## src/hdl/ftpp_pkg.sv

```systemverilog
// ============================================================================
// ftpp_pkg
// Shared types and constants for the file transfer packet parser.
// ============================================================================
package ftpp_pkg;

    // Packets longer than this are discarded as a failed link read.
    localparam int unsigned MAX_PACKET = 1024;
    localparam int unsigned IDX_W      = 16;
    localparam int unsigned LEN_W      = IDX_W + 1;
    localparam int unsigned SIZE_W     = 64;

    localparam logic [7:0] TYPE_DATA = 8'd2;
    localparam logic [7:0] TYPE_END  = 8'd3;

    typedef enum logic [1:0] {
        PH_AWAIT = 2'd0,
        PH_XFER  = 2'd1,
        PH_DONE  = 2'd2,
        PH_FAIL  = 2'd3
    } phase_t;

    typedef enum logic [2:0] {
        ST_START_OK   = 3'd0,
        ST_DATA_OK    = 3'd1,
        ST_END_SEEN   = 3'd2,
        ST_IGNORED    = 3'd3,
        ST_START_REJ  = 3'd4,
        ST_AFTER_STOP = 3'd5
    } status_t;

    typedef enum logic [1:0] {
        KIND_NONE    = 2'd0,
        KIND_PAYLOAD = 2'd1,
        KIND_NAME    = 2'd2
    } kind_t;

    typedef struct packed {
        logic [7:0] data;
        logic       last;
    } item_t;

    typedef struct packed {
        kind_t              byte_kind;
        logic [7:0]         out_byte;
        logic               packet_end;
        status_t            packet_status;
        logic [SIZE_W-1:0]  file_size;
        logic [7:0]         name_length;
        phase_t             phase;
    } result_t;

endpackage

```

## src/hdl/ftpp_in_reg.sv

```systemverilog
// ============================================================================
// ftpp_in_reg
// Input register: holds one accepted word until the parse stage takes it.
// ============================================================================
module ftpp_in_reg (
    input  logic           aclk,
    input  logic           aresetn,
    input  logic           s_valid,
    output logic           s_ready,
    input  logic [7:0]     s_in_byte,
    input  logic           s_last,
    input  logic           take,
    output logic           item_valid,
    output ftpp_pkg::item_t item
);
    import ftpp_pkg::*;

    logic  valid_reg;
    logic  valid_next;
    item_t item_reg;
    logic  s_fire;

    // The slot may refill in the same cycle that the parse stage empties it.
    assign s_ready    = !valid_reg || take;
    assign s_fire     = s_valid && s_ready;
    assign valid_next = s_fire ? 1'b1 : (take ? 1'b0 : valid_reg);

    always_ff @(posedge aclk) begin
        if (!aresetn) begin
            valid_reg <= 1'b0;
        end else begin
            valid_reg <= valid_next;
        end
    end

    always_ff @(posedge aclk) begin
        if (s_fire) begin
            item_reg.data <= s_in_byte;
            item_reg.last <= s_last;
        end
    end

    assign item_valid = valid_reg;
    assign item       = item_reg;

endmodule

```

## src/hdl/ftpp_step.sv

```systemverilog
// ============================================================================
// ftpp_step
// Parse state and the single-pass field logic applied to one word.
// ============================================================================
module ftpp_step (
    input  logic              aclk,
    input  logic              aresetn,
    input  logic              fire,
    input  ftpp_pkg::item_t   item,
    output ftpp_pkg::result_t res
);
    import ftpp_pkg::*;

    phase_t            phase_reg,      phase_next;
    logic [IDX_W-1:0]  byte_index_reg, byte_index_next;
    logic [7:0]        packet_type_reg, packet_type_next;
    logic [7:0]        size_len_reg,   size_len_next;
    logic [SIZE_W-1:0] size_accum_reg, size_accum_next;
    logic [7:0]        name_len_reg,   name_len_next;
    logic [15:0]       data_len_reg,   data_len_next;

    logic [LEN_W-1:0]  idx_w;
    logic [LEN_W-1:0]  len_w;
    logic [LEN_W-1:0]  l_old_w;
    logic [LEN_W-1:0]  n_old_w;
    logic [LEN_W-1:0]  l_new_w;
    logic [LEN_W-1:0]  n_new_w;
    logic [LEN_W-1:0]  d_new_w;
    logic              too_long;
    kind_t             kind;
    logic [7:0]        ob;
    status_t           status;

    always_comb begin
        idx_w   = {1'b0, byte_index_reg};
        len_w   = idx_w + LEN_W'(1);
        l_old_w = LEN_W'(size_len_reg);
        n_old_w = LEN_W'(name_len_reg);

        phase_next       = phase_reg;
        packet_type_next = (byte_index_reg == '0) ? item.data : packet_type_reg;
        size_len_next    = size_len_reg;
        size_accum_next  = size_accum_reg;
        name_len_next    = name_len_reg;
        data_len_next    = data_len_reg;
        kind             = KIND_NONE;
        ob               = 8'd0;
        status           = ST_START_OK;

        // Field extraction for the byte at this position.
        unique case (phase_reg)
            PH_AWAIT: begin
                if (byte_index_reg == '0) begin
                    size_accum_next = '0;
                    size_len_next   = 8'd0;
                    name_len_next   = 8'd0;
                end else if (idx_w == LEN_W'(2)) begin
                    size_len_next = item.data;
                end else if (idx_w >= LEN_W'(3) && idx_w < l_old_w + LEN_W'(3)) begin
                    size_accum_next = {size_accum_reg[SIZE_W-9:0], item.data};
                end else if (idx_w == l_old_w + LEN_W'(4)) begin
                    name_len_next = item.data;
                end else if (idx_w >= l_old_w + LEN_W'(5) &&
                             idx_w < l_old_w + n_old_w + LEN_W'(5)) begin
                    kind = KIND_NAME;
                    ob   = item.data;
                end
            end
            PH_XFER: begin
                if (idx_w == LEN_W'(2)) begin
                    data_len_next = {item.data, 8'd0};
                end else if (idx_w == LEN_W'(3)) begin
                    data_len_next = {data_len_reg[15:8], item.data};
                end else if (idx_w >= LEN_W'(4) && packet_type_next == TYPE_DATA &&
                             (idx_w - LEN_W'(4)) < LEN_W'(data_len_reg)) begin
                    kind = KIND_PAYLOAD;
                    ob   = item.data;
                end
            end
            PH_DONE, PH_FAIL: begin
                kind = KIND_NONE;
            end
        endcase

        // Packet close checks use the field values after this byte.
        l_new_w  = LEN_W'(size_len_next);
        n_new_w  = LEN_W'(name_len_next);
        d_new_w  = LEN_W'(data_len_next);
        too_long = byte_index_reg >= IDX_W'(MAX_PACKET);

        if (item.last) begin
            if (phase_reg == PH_DONE || phase_reg == PH_FAIL) begin
                status = ST_AFTER_STOP;
            end else if (too_long) begin
                status = ST_IGNORED;
            end else if (phase_reg == PH_AWAIT) begin
                if (len_w < LEN_W'(5) || l_new_w + LEN_W'(4) >= len_w ||
                    l_new_w + n_new_w + LEN_W'(5) > len_w) begin
                    status     = ST_START_REJ;
                    phase_next = PH_FAIL;
                end else begin
                    status     = ST_START_OK;
                    phase_next = PH_XFER;
                end
            end else if (packet_type_next == TYPE_END) begin
                status     = ST_END_SEEN;
                phase_next = PH_DONE;
            end else if (packet_type_next != TYPE_DATA || len_w < LEN_W'(4) ||
                         d_new_w + LEN_W'(4) > len_w) begin
                status = ST_IGNORED;
            end else begin
                status = ST_DATA_OK;
            end
            byte_index_next = '0;
        end else if (byte_index_reg != '1) begin
            byte_index_next = byte_index_reg + IDX_W'(1);
        end else begin
            byte_index_next = byte_index_reg;
        end
    end

    always_ff @(posedge aclk) begin
        if (!aresetn) begin
            phase_reg       <= PH_AWAIT;
            byte_index_reg  <= '0;
            packet_type_reg <= 8'd0;
            size_len_reg    <= 8'd0;
            size_accum_reg  <= '0;
            name_len_reg    <= 8'd0;
            data_len_reg    <= 16'd0;
        end else if (fire) begin
            phase_reg       <= phase_next;
            byte_index_reg  <= byte_index_next;
            packet_type_reg <= packet_type_next;
            size_len_reg    <= size_len_next;
            size_accum_reg  <= size_accum_next;
            name_len_reg    <= name_len_next;
            data_len_reg    <= data_len_next;
        end
    end

    always_comb begin
        res.byte_kind     = kind;
        res.out_byte      = ob;
        res.packet_end    = item.last;
        res.packet_status = status;
        res.file_size     = size_accum_next;
        res.name_length   = name_len_next;
        res.phase         = phase_next;
    end

endmodule

```

## src/hdl/ftpp_out_reg.sv

```systemverilog
// ============================================================================
// ftpp_out_reg
// Result register: holds one result word until the sink takes it.
// ============================================================================
module ftpp_out_reg (
    input  logic              aclk,
    input  logic              aresetn,
    input  logic              load,
    output logic              can_load,
    input  ftpp_pkg::result_t res,
    output logic              m_valid,
    input  logic              m_ready,
    output ftpp_pkg::result_t res_q
);
    import ftpp_pkg::*;

    logic    valid_reg;
    logic    valid_next;
    result_t res_reg;

    assign can_load   = !valid_reg || m_ready;
    assign valid_next = load ? 1'b1 : ((valid_reg && m_ready) ? 1'b0 : valid_reg);

    always_ff @(posedge aclk) begin
        if (!aresetn) begin
            valid_reg <= 1'b0;
        end else begin
            valid_reg <= valid_next;
        end
    end

    always_ff @(posedge aclk) begin
        if (load) begin
            res_reg <= res;
        end
    end

    assign m_valid = valid_reg;
    assign res_q   = res_reg;

endmodule

```

## src/hdl/file_transfer_packet_parser.sv

```systemverilog
// ============================================================================
// file_transfer_packet_parser
// Receive-side parser for a TLV file-transfer protocol, one packet byte a word.
// ============================================================================
// Path: an accepted word is held in the input register, then its result is
// loaded into the result register and shown on m_* until the sink takes it.
// Throughput: one word per cycle while the sink keeps m_ready high; the parse
// logic is a single pass between the input register and the result register.
// Reset: aresetn is synchronous and active low; it empties both registers and
// returns the parser to awaiting the start packet with all fields cleared.
// ============================================================================
module file_transfer_packet_parser (
    input  logic        aclk,
    input  logic        aresetn,
    // Packet byte channel.
    input  logic        s_valid,
    output logic        s_ready,
    input  logic [7:0]  s_in_byte,
    input  logic        s_last,
    // Result channel.
    output logic        m_valid,
    input  logic        m_ready,
    output logic [1:0]  m_byte_kind,
    output logic [7:0]  m_out_byte,
    output logic        m_packet_end,
    output logic [2:0]  m_packet_status,
    output logic [63:0] m_file_size,
    output logic [7:0]  m_name_length,
    output logic [1:0]  m_phase
);
    import ftpp_pkg::*;

    item_t   item;
    logic    item_valid;
    logic    can_load;
    logic    fire;
    result_t res;
    result_t res_q;

    // The parse stage advances whenever a word is waiting and the result
    // register is either empty or being drained in this same cycle. The
    // ready path is therefore a short chain from m_ready to s_ready.
    assign fire = item_valid && can_load;

    // The input register decouples the upstream handshake from the parse
    // stage, so a new word can be taken while a result still waits.
    ftpp_in_reg u_in_reg (
        .aclk       (aclk),
        .aresetn    (aresetn),
        .s_valid    (s_valid),
        .s_ready    (s_ready),
        .s_in_byte  (s_in_byte),
        .s_last     (s_last),
        .take       (fire),
        .item_valid (item_valid),
        .item       (item)
    );

    // The parse stage holds the per-packet state: byte position, packet
    // type, size field length, accumulated size, name length, data length
    // and the transfer phase. It updates only when a word moves on.
    ftpp_step u_step (
        .aclk    (aclk),
        .aresetn (aresetn),
        .fire    (fire),
        .item    (item),
        .res     (res)
    );

    // The result register presents one result word per input word.
    ftpp_out_reg u_out_reg (
        .aclk     (aclk),
        .aresetn  (aresetn),
        .load     (fire),
        .can_load (can_load),
        .res      (res),
        .m_valid  (m_valid),
        .m_ready  (m_ready),
        .res_q    (res_q)
    );

    assign m_byte_kind     = res_q.byte_kind;
    assign m_out_byte      = res_q.out_byte;
    assign m_packet_end    = res_q.packet_end;
    assign m_packet_status = res_q.packet_status;
    assign m_file_size     = res_q.file_size;
    assign m_name_length   = res_q.name_length;
    assign m_phase         = res_q.phase;

endmodule

```

## config.mk

```make
export PLATFORM = sky130hd
export DESIGN_NAME = file_transfer_packet_parser
export DESIGN_NICKNAME = d
export VERILOG_FILES = /design/src/hdl/ftpp_pkg.sv /design/src/hdl/ftpp_in_reg.sv /design/src/hdl/ftpp_step.sv /design/src/hdl/ftpp_out_reg.sv /design/src/hdl/file_transfer_packet_parser.sv
export SDC_FILE = /design/constraint.sdc
export NUM_CORES = 1
export LEC_CHECK = 0
export BUFFER_PORTS_ARGS = -buffer_cell sky130_fd_sc_hd__buf_4
export CAP_MARGIN = 20
export CORE_UTILIZATION = 61
export CTS_CLUSTER_SIZE = 20
export DETAILED_ROUTE_END_ITERATION = 6
export PLACE_DENSITY_LB_ADDON = 0.3
export SYNTH_ARGS = -nofsm -noshare
export SYNTH_HDL_FRONTEND = slang
export SYNTH_SLANG_ARGS = --single-unit
```

## constraint.sdc

```tcl
create_clock -name aclk -period 7.8 [get_ports aclk]
set_clock_uncertainty 0.05 [all_clocks]
set_input_delay 0.78 -clock aclk [delete_from_list [all_inputs] [get_ports aclk]]
set_output_delay 0.78 -clock aclk [all_outputs]
set_load 0.005 [all_outputs]
```

== After elaboration in Yosys (flattened, before gate mapping) ==
Cells that the tools add are included.

* Flip-flop bits (word level): 221
* Input port bits: 13
* Output and inout bits: 90

* $add $sub $neg: 12
* Magnitude comparators: 12
* Equality and inequality tests: 10
* Muxes and demuxes: 52
* Bitwise logic cells: 1
* Reduce and logical (&&, ||, !) cells: 24

{| class="wikitable"
|+ Operator list
! cell !! count
|-
| $mux 64 || 4
|-
| $mux 8 || 18
|-
| $mux 16 || 4
|-
| $add 17x3->17 const B || 2
|-
| $gt 17x17->1 || 2
|-
| $lt 16x17->1 || 2
|-
| $lt 17x3->1 const B || 2
|-
| $eq 16x2->1 const B || 2
|-
| $mux 2 || 14
|-
| $add 8x3->9 const B || 3
|-
| $add 8x8->9 || 2
|-
| $add 16x1->17 const B || 1
|-
| $add 16x3->17 const B || 1
|-
| $eq 16x17->1 || 1
|-
| $ge 16x17->1 || 1
|-
| $ge 17x17->1 || 1
|-
| $lt 17x16->1 || 1
|-
| $sub 16x3->17 const B || 1
|-
| $add 16x1->16 const B || 1
|-
| $eq 8x2->1 const B || 2
|-
| $ge 16x11->1 const B || 1
|-
| $ge 16x2->1 const B || 1
|-
| $ge 16x3->1 const B || 1
|-
| $logic_not 16->1 || 1
|-
| 17 further kinds || 42
|}

== Depth between registers and ports, before layout ==
Gate-level depths: netlist of the first run.

* Word-level depth: 16
* Depth in mapped cells: 29
* Depth with buffers taken out: 29

== Cells and area by module ==
Synthesis of the first run repeated with hierarchy kept, for this count alone.

* Cell total of the unflattened synthesis: 1340
* Area, all modules: 13240.2 µm²

{| class="wikitable"
|+ Modules (own cells, without submodules)
! module !! instances !! cells an instance !! area each (µm²)
|-
| ftpp_step || 1 || 1233 || 10214.8
|-
| ftpp_out_reg || 1 || 92 || 2691.3
|-
| ftpp_in_reg || 1 || 14 || 327.8
|-
| file_transfer_packet_parser || 1 || 1 || 6.3
|}

== Worst setup path before layout of the first run ==
OpenSTA, ideal clock, no wires.

* Path type: register to register
* Start point: reg u_step.size_len_reg[1]
* End point: reg u_out_reg.res_reg, in the netlist u_out_reg.res_q[76], data pin
* Arrival time: 5.982 ns
* Required time: 7.496 ns
* Path slack: 1.514 ns
* Cell stages (with the launch flop): 29
* Buffers on the path: 0
* Clock period less this slack: 6.286 ns
* Cells stage by stage: dfxtp_1 inv_1 ha_1 nor2b_1 nand3_1 xor2_1 ha_1 o21a_1 o211ai_1 a31oi_1 or2_2 nor3b_4 a22o_1 ha_1 a211oi_1 nor2_1 o31ai_1 a21boi_0 nand3_1 nor4_1 xnor2_1 ha_1 and4_1 a2111oi_0 o31ai_1 o221ai_1 o221a_2 nor4_1 o21a_1

{| class="wikitable"
|+ RTL lines
! element !! line !! source
|-
| start, declared || ftpp_step.sv:17 || <nowiki>logic [7:0] size_len_reg, size_len_next;</nowiki>
|-
| start signal, assigned || ftpp_step.sv:135 || <nowiki>size_len_reg <= size_len_next;</nowiki>
|-
| end signal, assigned || ftpp_out_reg.sv:34 || <nowiki>res_reg <= res;</nowiki>
|-
| end, declared || ftpp_out_reg.sv:19 || <nowiki>result_t res_reg;</nowiki>
|}

==> summary.txt, run 1 <==
vias in the first global route -> 10500
die area -> 0.0226 mm²
final WL -> 36500 µm
antenna violations before repair -> 1
Site Rows -> 53
die width -> 150 µm
I/O pins -> 103
fraction of registers with async set/reset -> 0
Worst EP required -> 8040 ps
CTS Hold Bufs -> 0
cell with the most instances after synthesis -> dfxtp_1
Worst-path clk slew -> 70 ps
post-synthesis simple-gate area fraction -> 0.181
max reg flops -> 88
H-tree Lvls -> 1
DP HPWL -> 25200 µm
post_cts resized -> 0
Compound-Gate Fraction of Synth Area -> 0.201
Root Driver -> clkbuf_16
Initial Utilization -> 0.629
main combinational cell family by area after synthesis -> compound AO/OA/AOI/OAI gates
max_slew headroom -> 0.340
Synth Cell Area -> 0.0134 mm²
reg2reg path depth -> 27
clock sinks -> 221
failing checks -> design-rule violations
Area Overhead vs Synth -> 13.0%
internal power -> 1.95 mW
hold path cells -> 1
drt via density -> 6.46
GRT Residual Overflow -> 0
net switching power -> 615 µW
WP data arrival -> 7480 ps
post-synth cell types -> 75
GR Util All Layers -> 0.327
worst skew pair latency -> 530 ps
first-pass GRT wire length -> 57300 µm
FMAX -> 0.138 GHz
dominant synthesized flop cell -> dfxtp_1
Fill cells -> 1566
largest net degree at the start of global routing -> 113
Max IR drop VDD -> 0.000165 V
I/O Buffers -> 102
Clk pwr share -> 0.438
mux contribution to synthesized area -> 0.0143
Avg Synthesized Cell Area -> 9.53 µm²
Net Count, Synth -> 1529
DR pass1 iterations -> 7
Setup crit end kind -> flop
Hold Crit Class -> input port to flop
Num CTS Buffers -> 24
Setup Viol. Count Final -> 0
Gate power share -> 0.072
sequential share of power -> 0.491
Startpoint Class -> flop
ANT nets after route -> 0
flops & latches, synth -> 221
Clock Path Buffers -> 3
routability congestion estimate -> 0.978
critical path class -> flop to flop
chip height -> 150 µm
unrepaired setup endpoints after global routing -> no
layout cells sized above 1 -> 0.134
share of the synthesized area in the top cell type -> 0.217
Period minus WS final -> 7240 ps
total negative slack -> 0 ps
Synth Instances -> 1406
wire per inst -> 20.7 µm
crit path max fanout -> 12
Fin Hold WS -> 374 ps
Sw Share -> 0.240
Synth Area in Adders -> 0.104
sequential fraction of the synthesis area -> 0.403
final hold vios -> 0
initial drt markers -> 1252
Slew @ Worst Pin -> 990 ps
cell taking the most area after synthesis -> edfxtp_1
DR vias -> 11400
EDFF count, synth -> 97
yosys warns -> 0
CTS tree -> built
final slew viol count -> 0
core area -> 0.0213 mm²
status -> complete, but fails checks
max-cap check violation count -> 0
ranking of synthesized cells by area -> edfxtp_1 (22%), dfxtp_1 (19%), ha_1 (10%)
Post-layout nets -> 1595
drt drc -> 10
Setup Fix Bufs, Post-CTS -> 0
pwr/cell area -> 169 mW/mm²
final period utilization -> 0.928
XOR/XNOR Fraction of Synth Area -> 0.0549
synth cell count leaders -> dfxtp_1 (124), ha_1 (108), nor2b_1 (98)
Leak Pwr -> 5.70 nW
path summary, 6_finish.rpt:
check	startpoint	to	slack [ps]
min	s_last	u_in_reg.item[0]	370
min reg2reg	u_step.data_len_reg[11]	u_step.data_len_reg[11]	440
max reg2reg	u_step.size_len_reg[2]	u_out_reg.res_q[76]	560
max	u_step.size_len_reg[2]	u_out_reg.res_q[76]	560
routing by layer:
layer / track usage / share of wire / wire (µm)
met1: 0.443 / 0.42 / 15300
met2: 0.516 / 0.45 / 16500
met3: 0.0539 / 0.083 / 3030
met4: 0.139 / 0.043 / 1580
met5: 0 / 0 / 0
per-stage QoR:
| stage | total power [mW] | cell area (µm²) | util | instances | setup WS, ps |
|---|---|---|---|---|---|
| final | 2.56 | 15100 | 0.711 | 1766 | 559 |
| after global routing | 2.64 | 15100 | 0.711 | 1766 | 17.6 |
| after CTS | 2.57 | 15100 | 0.711 | 1765 | 338 |
| after detailed placement | 1.46 | 14400 | 0.674 | 1721 | 373 |
| after global placement | 1.46 | 14400 | 0.674 | 1721 | 682 |
| after floorplan | 1.38 | 13400 | - | 1406 | 1510 |
layout make-up:
class                           instances  area, µm²  area share
Clock inverter                          9       96.3     0.00636
Inverter                               49        186      0.0123
Sequential cell                       221       5400       0.356
Tap cell                              275        344      0.0227
Antenna cell                            1       2.50    0.000165
Multi-Input combinational cell       1046       7460       0.493
Clock buffer                           35        682      0.0450
Timing Repair Buffer                  130        976      0.0644
cells by family (layout without fill, tap and decap cells):
kind of cell,Yosys count,after routing
multiplexers,19,19
AND/OR/NAND/NOR,454,454
XOR/XNOR,84,84
buffers and inverters,139,223
AO/OA/AOI/OAI,379,379
flip-flops,221,221
adder cells (fa/ha/maj),110,110
other,0,1
power groups by stage:
stage	sequential, mW	combinational (mW)	clock (mW)
after floorplan	1.27	0.109	0
after global routing	1.26	0.197	1.18
after detailed placement	1.28	0.179	0
after CTS	1.26	0.180	1.13
final	1.26	0.184	1.12
after global placement	1.28	0.176	0
critical path: stages (launching register included):
cell and delay [ps]:
dfxtp_2 480, ha_1 320, nor2b_1 300, nand3_1 130, xor2_1 190, ha_1 310
o21a_1 140, o211ai_1 90, a31oi_2 370, or2_2 270, nor3b_4 390, a22o_1 280
ha_1 270, a211oi_1 210, nor2_1 90, o31ai_1 280, a21boi_0 350, nand3_1 180
nor4_1 350, xnor2_1 120, ha_1 340, and4_1 200, a2111oi_0 390, o31ai_1 130
o221ai_1 270, o221a_2 260, nor4_1 50, o21a_1 180
placed cells by master (no fill, tap or decap), types with 8 or more instances in the layout:
cell type | Yosys | layout
nand3_1 | 36 | 36
a22oi_1 | 69 | 69
and2_1 | 12 | 12
nor4_1 | 10 | 10
clkbuf_16 | 0 | 24
mux2i_1 | 18 | 18
inv_1 | 48 | 48
a211oi_1 | 10 | 10
a21oi_1 | 74 | 74
nand4_1 | 22 | 22
buf_4 | 0 | 130
o21ai_1 | 10 | 9
dfxtp_1 | 124 | 123
a21o_1 | 16 | 16
a22o_1 | 73 | 73
o31ai_1 | 8 | 8
nor2b_1 | 98 | 98
nand2_1 | 91 | 91
xnor2_1 | 55 | 55
and3_1 | 11 | 11
a21boi_0 | 19 | 19
nor3_1 | 31 | 31
edfxtp_1 | 97 | 97
xor2_1 | 29 | 29
o21ai_0 | 39 | 39
nor2_1 | 91 | 91
o21a_1 | 10 | 10
ha_1 | 108 | 108
Power figures use the tool's default switching activity.
==> inputs of run 2 (changes only) <==
PLACE_DENSITY = 0.81   (was unset)
PLACE_DENSITY_LB_ADDON = unset   (was 0.3)
SETUP_SLACK_MARGIN = 0.15   (was unset)
==> run 2 against run 1 <==
  * The flow now finishes without violations
  * First-iteration DRC count down 24%
  * Register-to-register slack better by 210 ps
  * Non-clock buffer count down 10
  * Sequential share of layout area up 0.14 points
  * Worst hold slack better by 12 ps
  * Die area unchanged
  * Critical path type unchanged
==> summary.txt, run 2 (synthesis gave the netlist of run 1 again) <==
status -> complete, no violations
Finished Layout Cells -> 1753
Area Overhead vs Synth -> 12.6%
layout cells sized above 1 -> 0.130
final WL -> 35900 µm
Worst Path Buf+Inv -> 0
wire per inst -> 20.5 µm
Initial Utilization -> 0.629
routability congestion estimate -> 0.954
Critical Path Max Stage Delay -> 720 ps
Post-layout nets -> 1584
WP data arrival -> 7280 ps
fin util -> 0.709
I/O Buffers -> 102
Num CTS Buffers -> 23
Root Driver -> clkbuf_16
I/O pins -> 103
Setup crit end kind -> flop
vias in the first global route -> 10400
final period utilization -> 0.901
Worst EP required -> 8050 ps
Worst-path clk slew -> 70 ps
FMAX -> 0.142 GHz
Period minus WS final -> 7030 ps
Clock Path Buffers -> 3
max reg flops -> 88
total negative slack -> 0 ps
reg2reg path depth -> 23
CTS tree -> built
DP HPWL -> 25300 µm
clock sinks -> 221
drt drc -> 0
hold_sp -> s_in_byte[4]
cell family with most CP delay -> simple AND/OR/NAND/NOR gates
GRT Residual Overflow -> 0
hold path cells -> 1
DR vias -> 11300
final slew viol count -> 0
Slowest cell on crit path -> nor2_1
Leak Pwr -> 5.67 nW
power consumption -> 2.55 mW
max-cap check violation count -> 0
ANT nets after route -> 0
Critical Path, Cell by Cell -> ha_1, nor4bb_1, nand4_1, nor2_1, mux2i_1, nor2_1, ha_1, fa_1, a21oi_1, o21ai_0, o21a_1, nor2_1, xnor2_1, nor3_1, xnor2_1, ha_1, a21o_1, a2111oi_0, o31ai_1, o221ai_1, o221a_2, nor4_1, o21a_1
unrepaired setup endpoints after global routing -> no
most frequent cells in the layout -> dfxtp_1 (122), buf_4 (120), ha_1 (107)
die area -> 0.0226 mm²
Crit Reg-Reg Endpoint -> u_out_reg.res_q[76]
max_slew headroom -> 0.392
core area -> 0.0213 mm²
critical path class -> flop to flop
DR pass1 iterations -> 6
R2R Setup Slk -> 770 ps
initial drt markers -> 955
largest net degree at the start of global routing -> 85
crit path max fanout -> 13
worst skew pair latency -> 540 ps
Hold Crit Class -> input port to flop
Slew @ Worst Pin -> 909 ps
Setup Viol. Count Final -> 0
pwr/cell area -> 169 mW/mm²
chip height -> 150 µm
placed insts -> 1711
die width -> 150 µm
first-pass GRT wire length -> 56100 µm
Max IR drop VDD -> 0.000201 V
drt via density -> 6.45
antenna violations before repair -> 0
GR Util All Layers -> 0.318
antenna cells -> 0
Fill cells -> 1620
final hold vios -> 0
Site Rows -> 53
hold endpoint -> u_in_reg.item[5]
Worst R2R Start -> u_step.byte_index_reg[1]
Startpoint Class -> flop
Setup Fix Bufs, Post-CTS -> 0
H-tree Lvls -> 1
commonest non-fill, non-tap cell in the layout -> dfxtp_1
[run 2: cell types whose count changed in the layout (fill, tap and decap cells not counted), moves of 2 or more]
cell        before  now
clkinvlp_4       3    0
clkinv_2         2    4
buf_4          130  120
clkbuf_1         7    5
clkbuf_8         4    2
[run 2: timing repair]
action	in CTS	in global routing
setup endpoints to repair	0	3
resized for setup	0	9
hold buffers	0	0
[run 2: final cells by class]
class,instances,area (µm²),share of cell area
Timing Repair Buffer,120,901,0.0597
Clock buffer,31,647,0.0429
Sequential cell,221,5400,0.358
Tap cell,275,344,0.0228
Inverter,49,186,0.0124
Multi-Input combinational cell,1046,7480,0.496
Clock inverter,11,128,0.00846
[run 2: worst max-delay path by stage]
stage / depth (start not counted) / end / from
floorplan: 28 / u_out_reg.res_q[76] / u_step.size_len_reg[1]
global placement: 27 / u_out_reg.res_q[76] / u_step.size_len_reg[3]
detailed placement: 27 / u_out_reg.res_q[76] / u_step.size_len_reg[3]
CTS: 27 / u_out_reg.res_q[76] / u_step.size_len_reg[3]
global route: 28 / u_out_reg.res_q[76] / u_step.size_len_reg[0]
finish: 23 / u_out_reg.res_q[76] / u_step.byte_index_reg[1]
[run 2: per-layer routing]
metal	global-route usage	part of all wire
met2	0.520	0.47
met5	0	0
met4	0.112	0.034
met3	0.0448	0.076
met1	0.428	0.42
[run 2: report_power, final]
group | internal (mW) | switching (mW)
registers | 1.24 | 0.0254
clock network | 0.655 | 0.457
logic | 0.0679 | 0.110
[run 2: stage by stage]
stage	hold slack (ps)	instance area, µm²	worst slack (ps)
after floorplan	391	13400	1510
after global placement	406	14300	791
after CTS	367	15100	418
after detailed placement	428	14300	439
final	387	15100	770
after global routing	372	15100	137
[run 2: worst register-to-register path, delay by kind of cell, from the launching register on]
family / cells / cell delay, ps
adders and majority gates: 4 / 1440
and+or+nand+nor: 7 / 2080
muxes: 1 / 260
AOI/OAI and AO/OA: 9 / 2000
xor gates and xnor gates: 2 / 260
DFF: 1 / 700
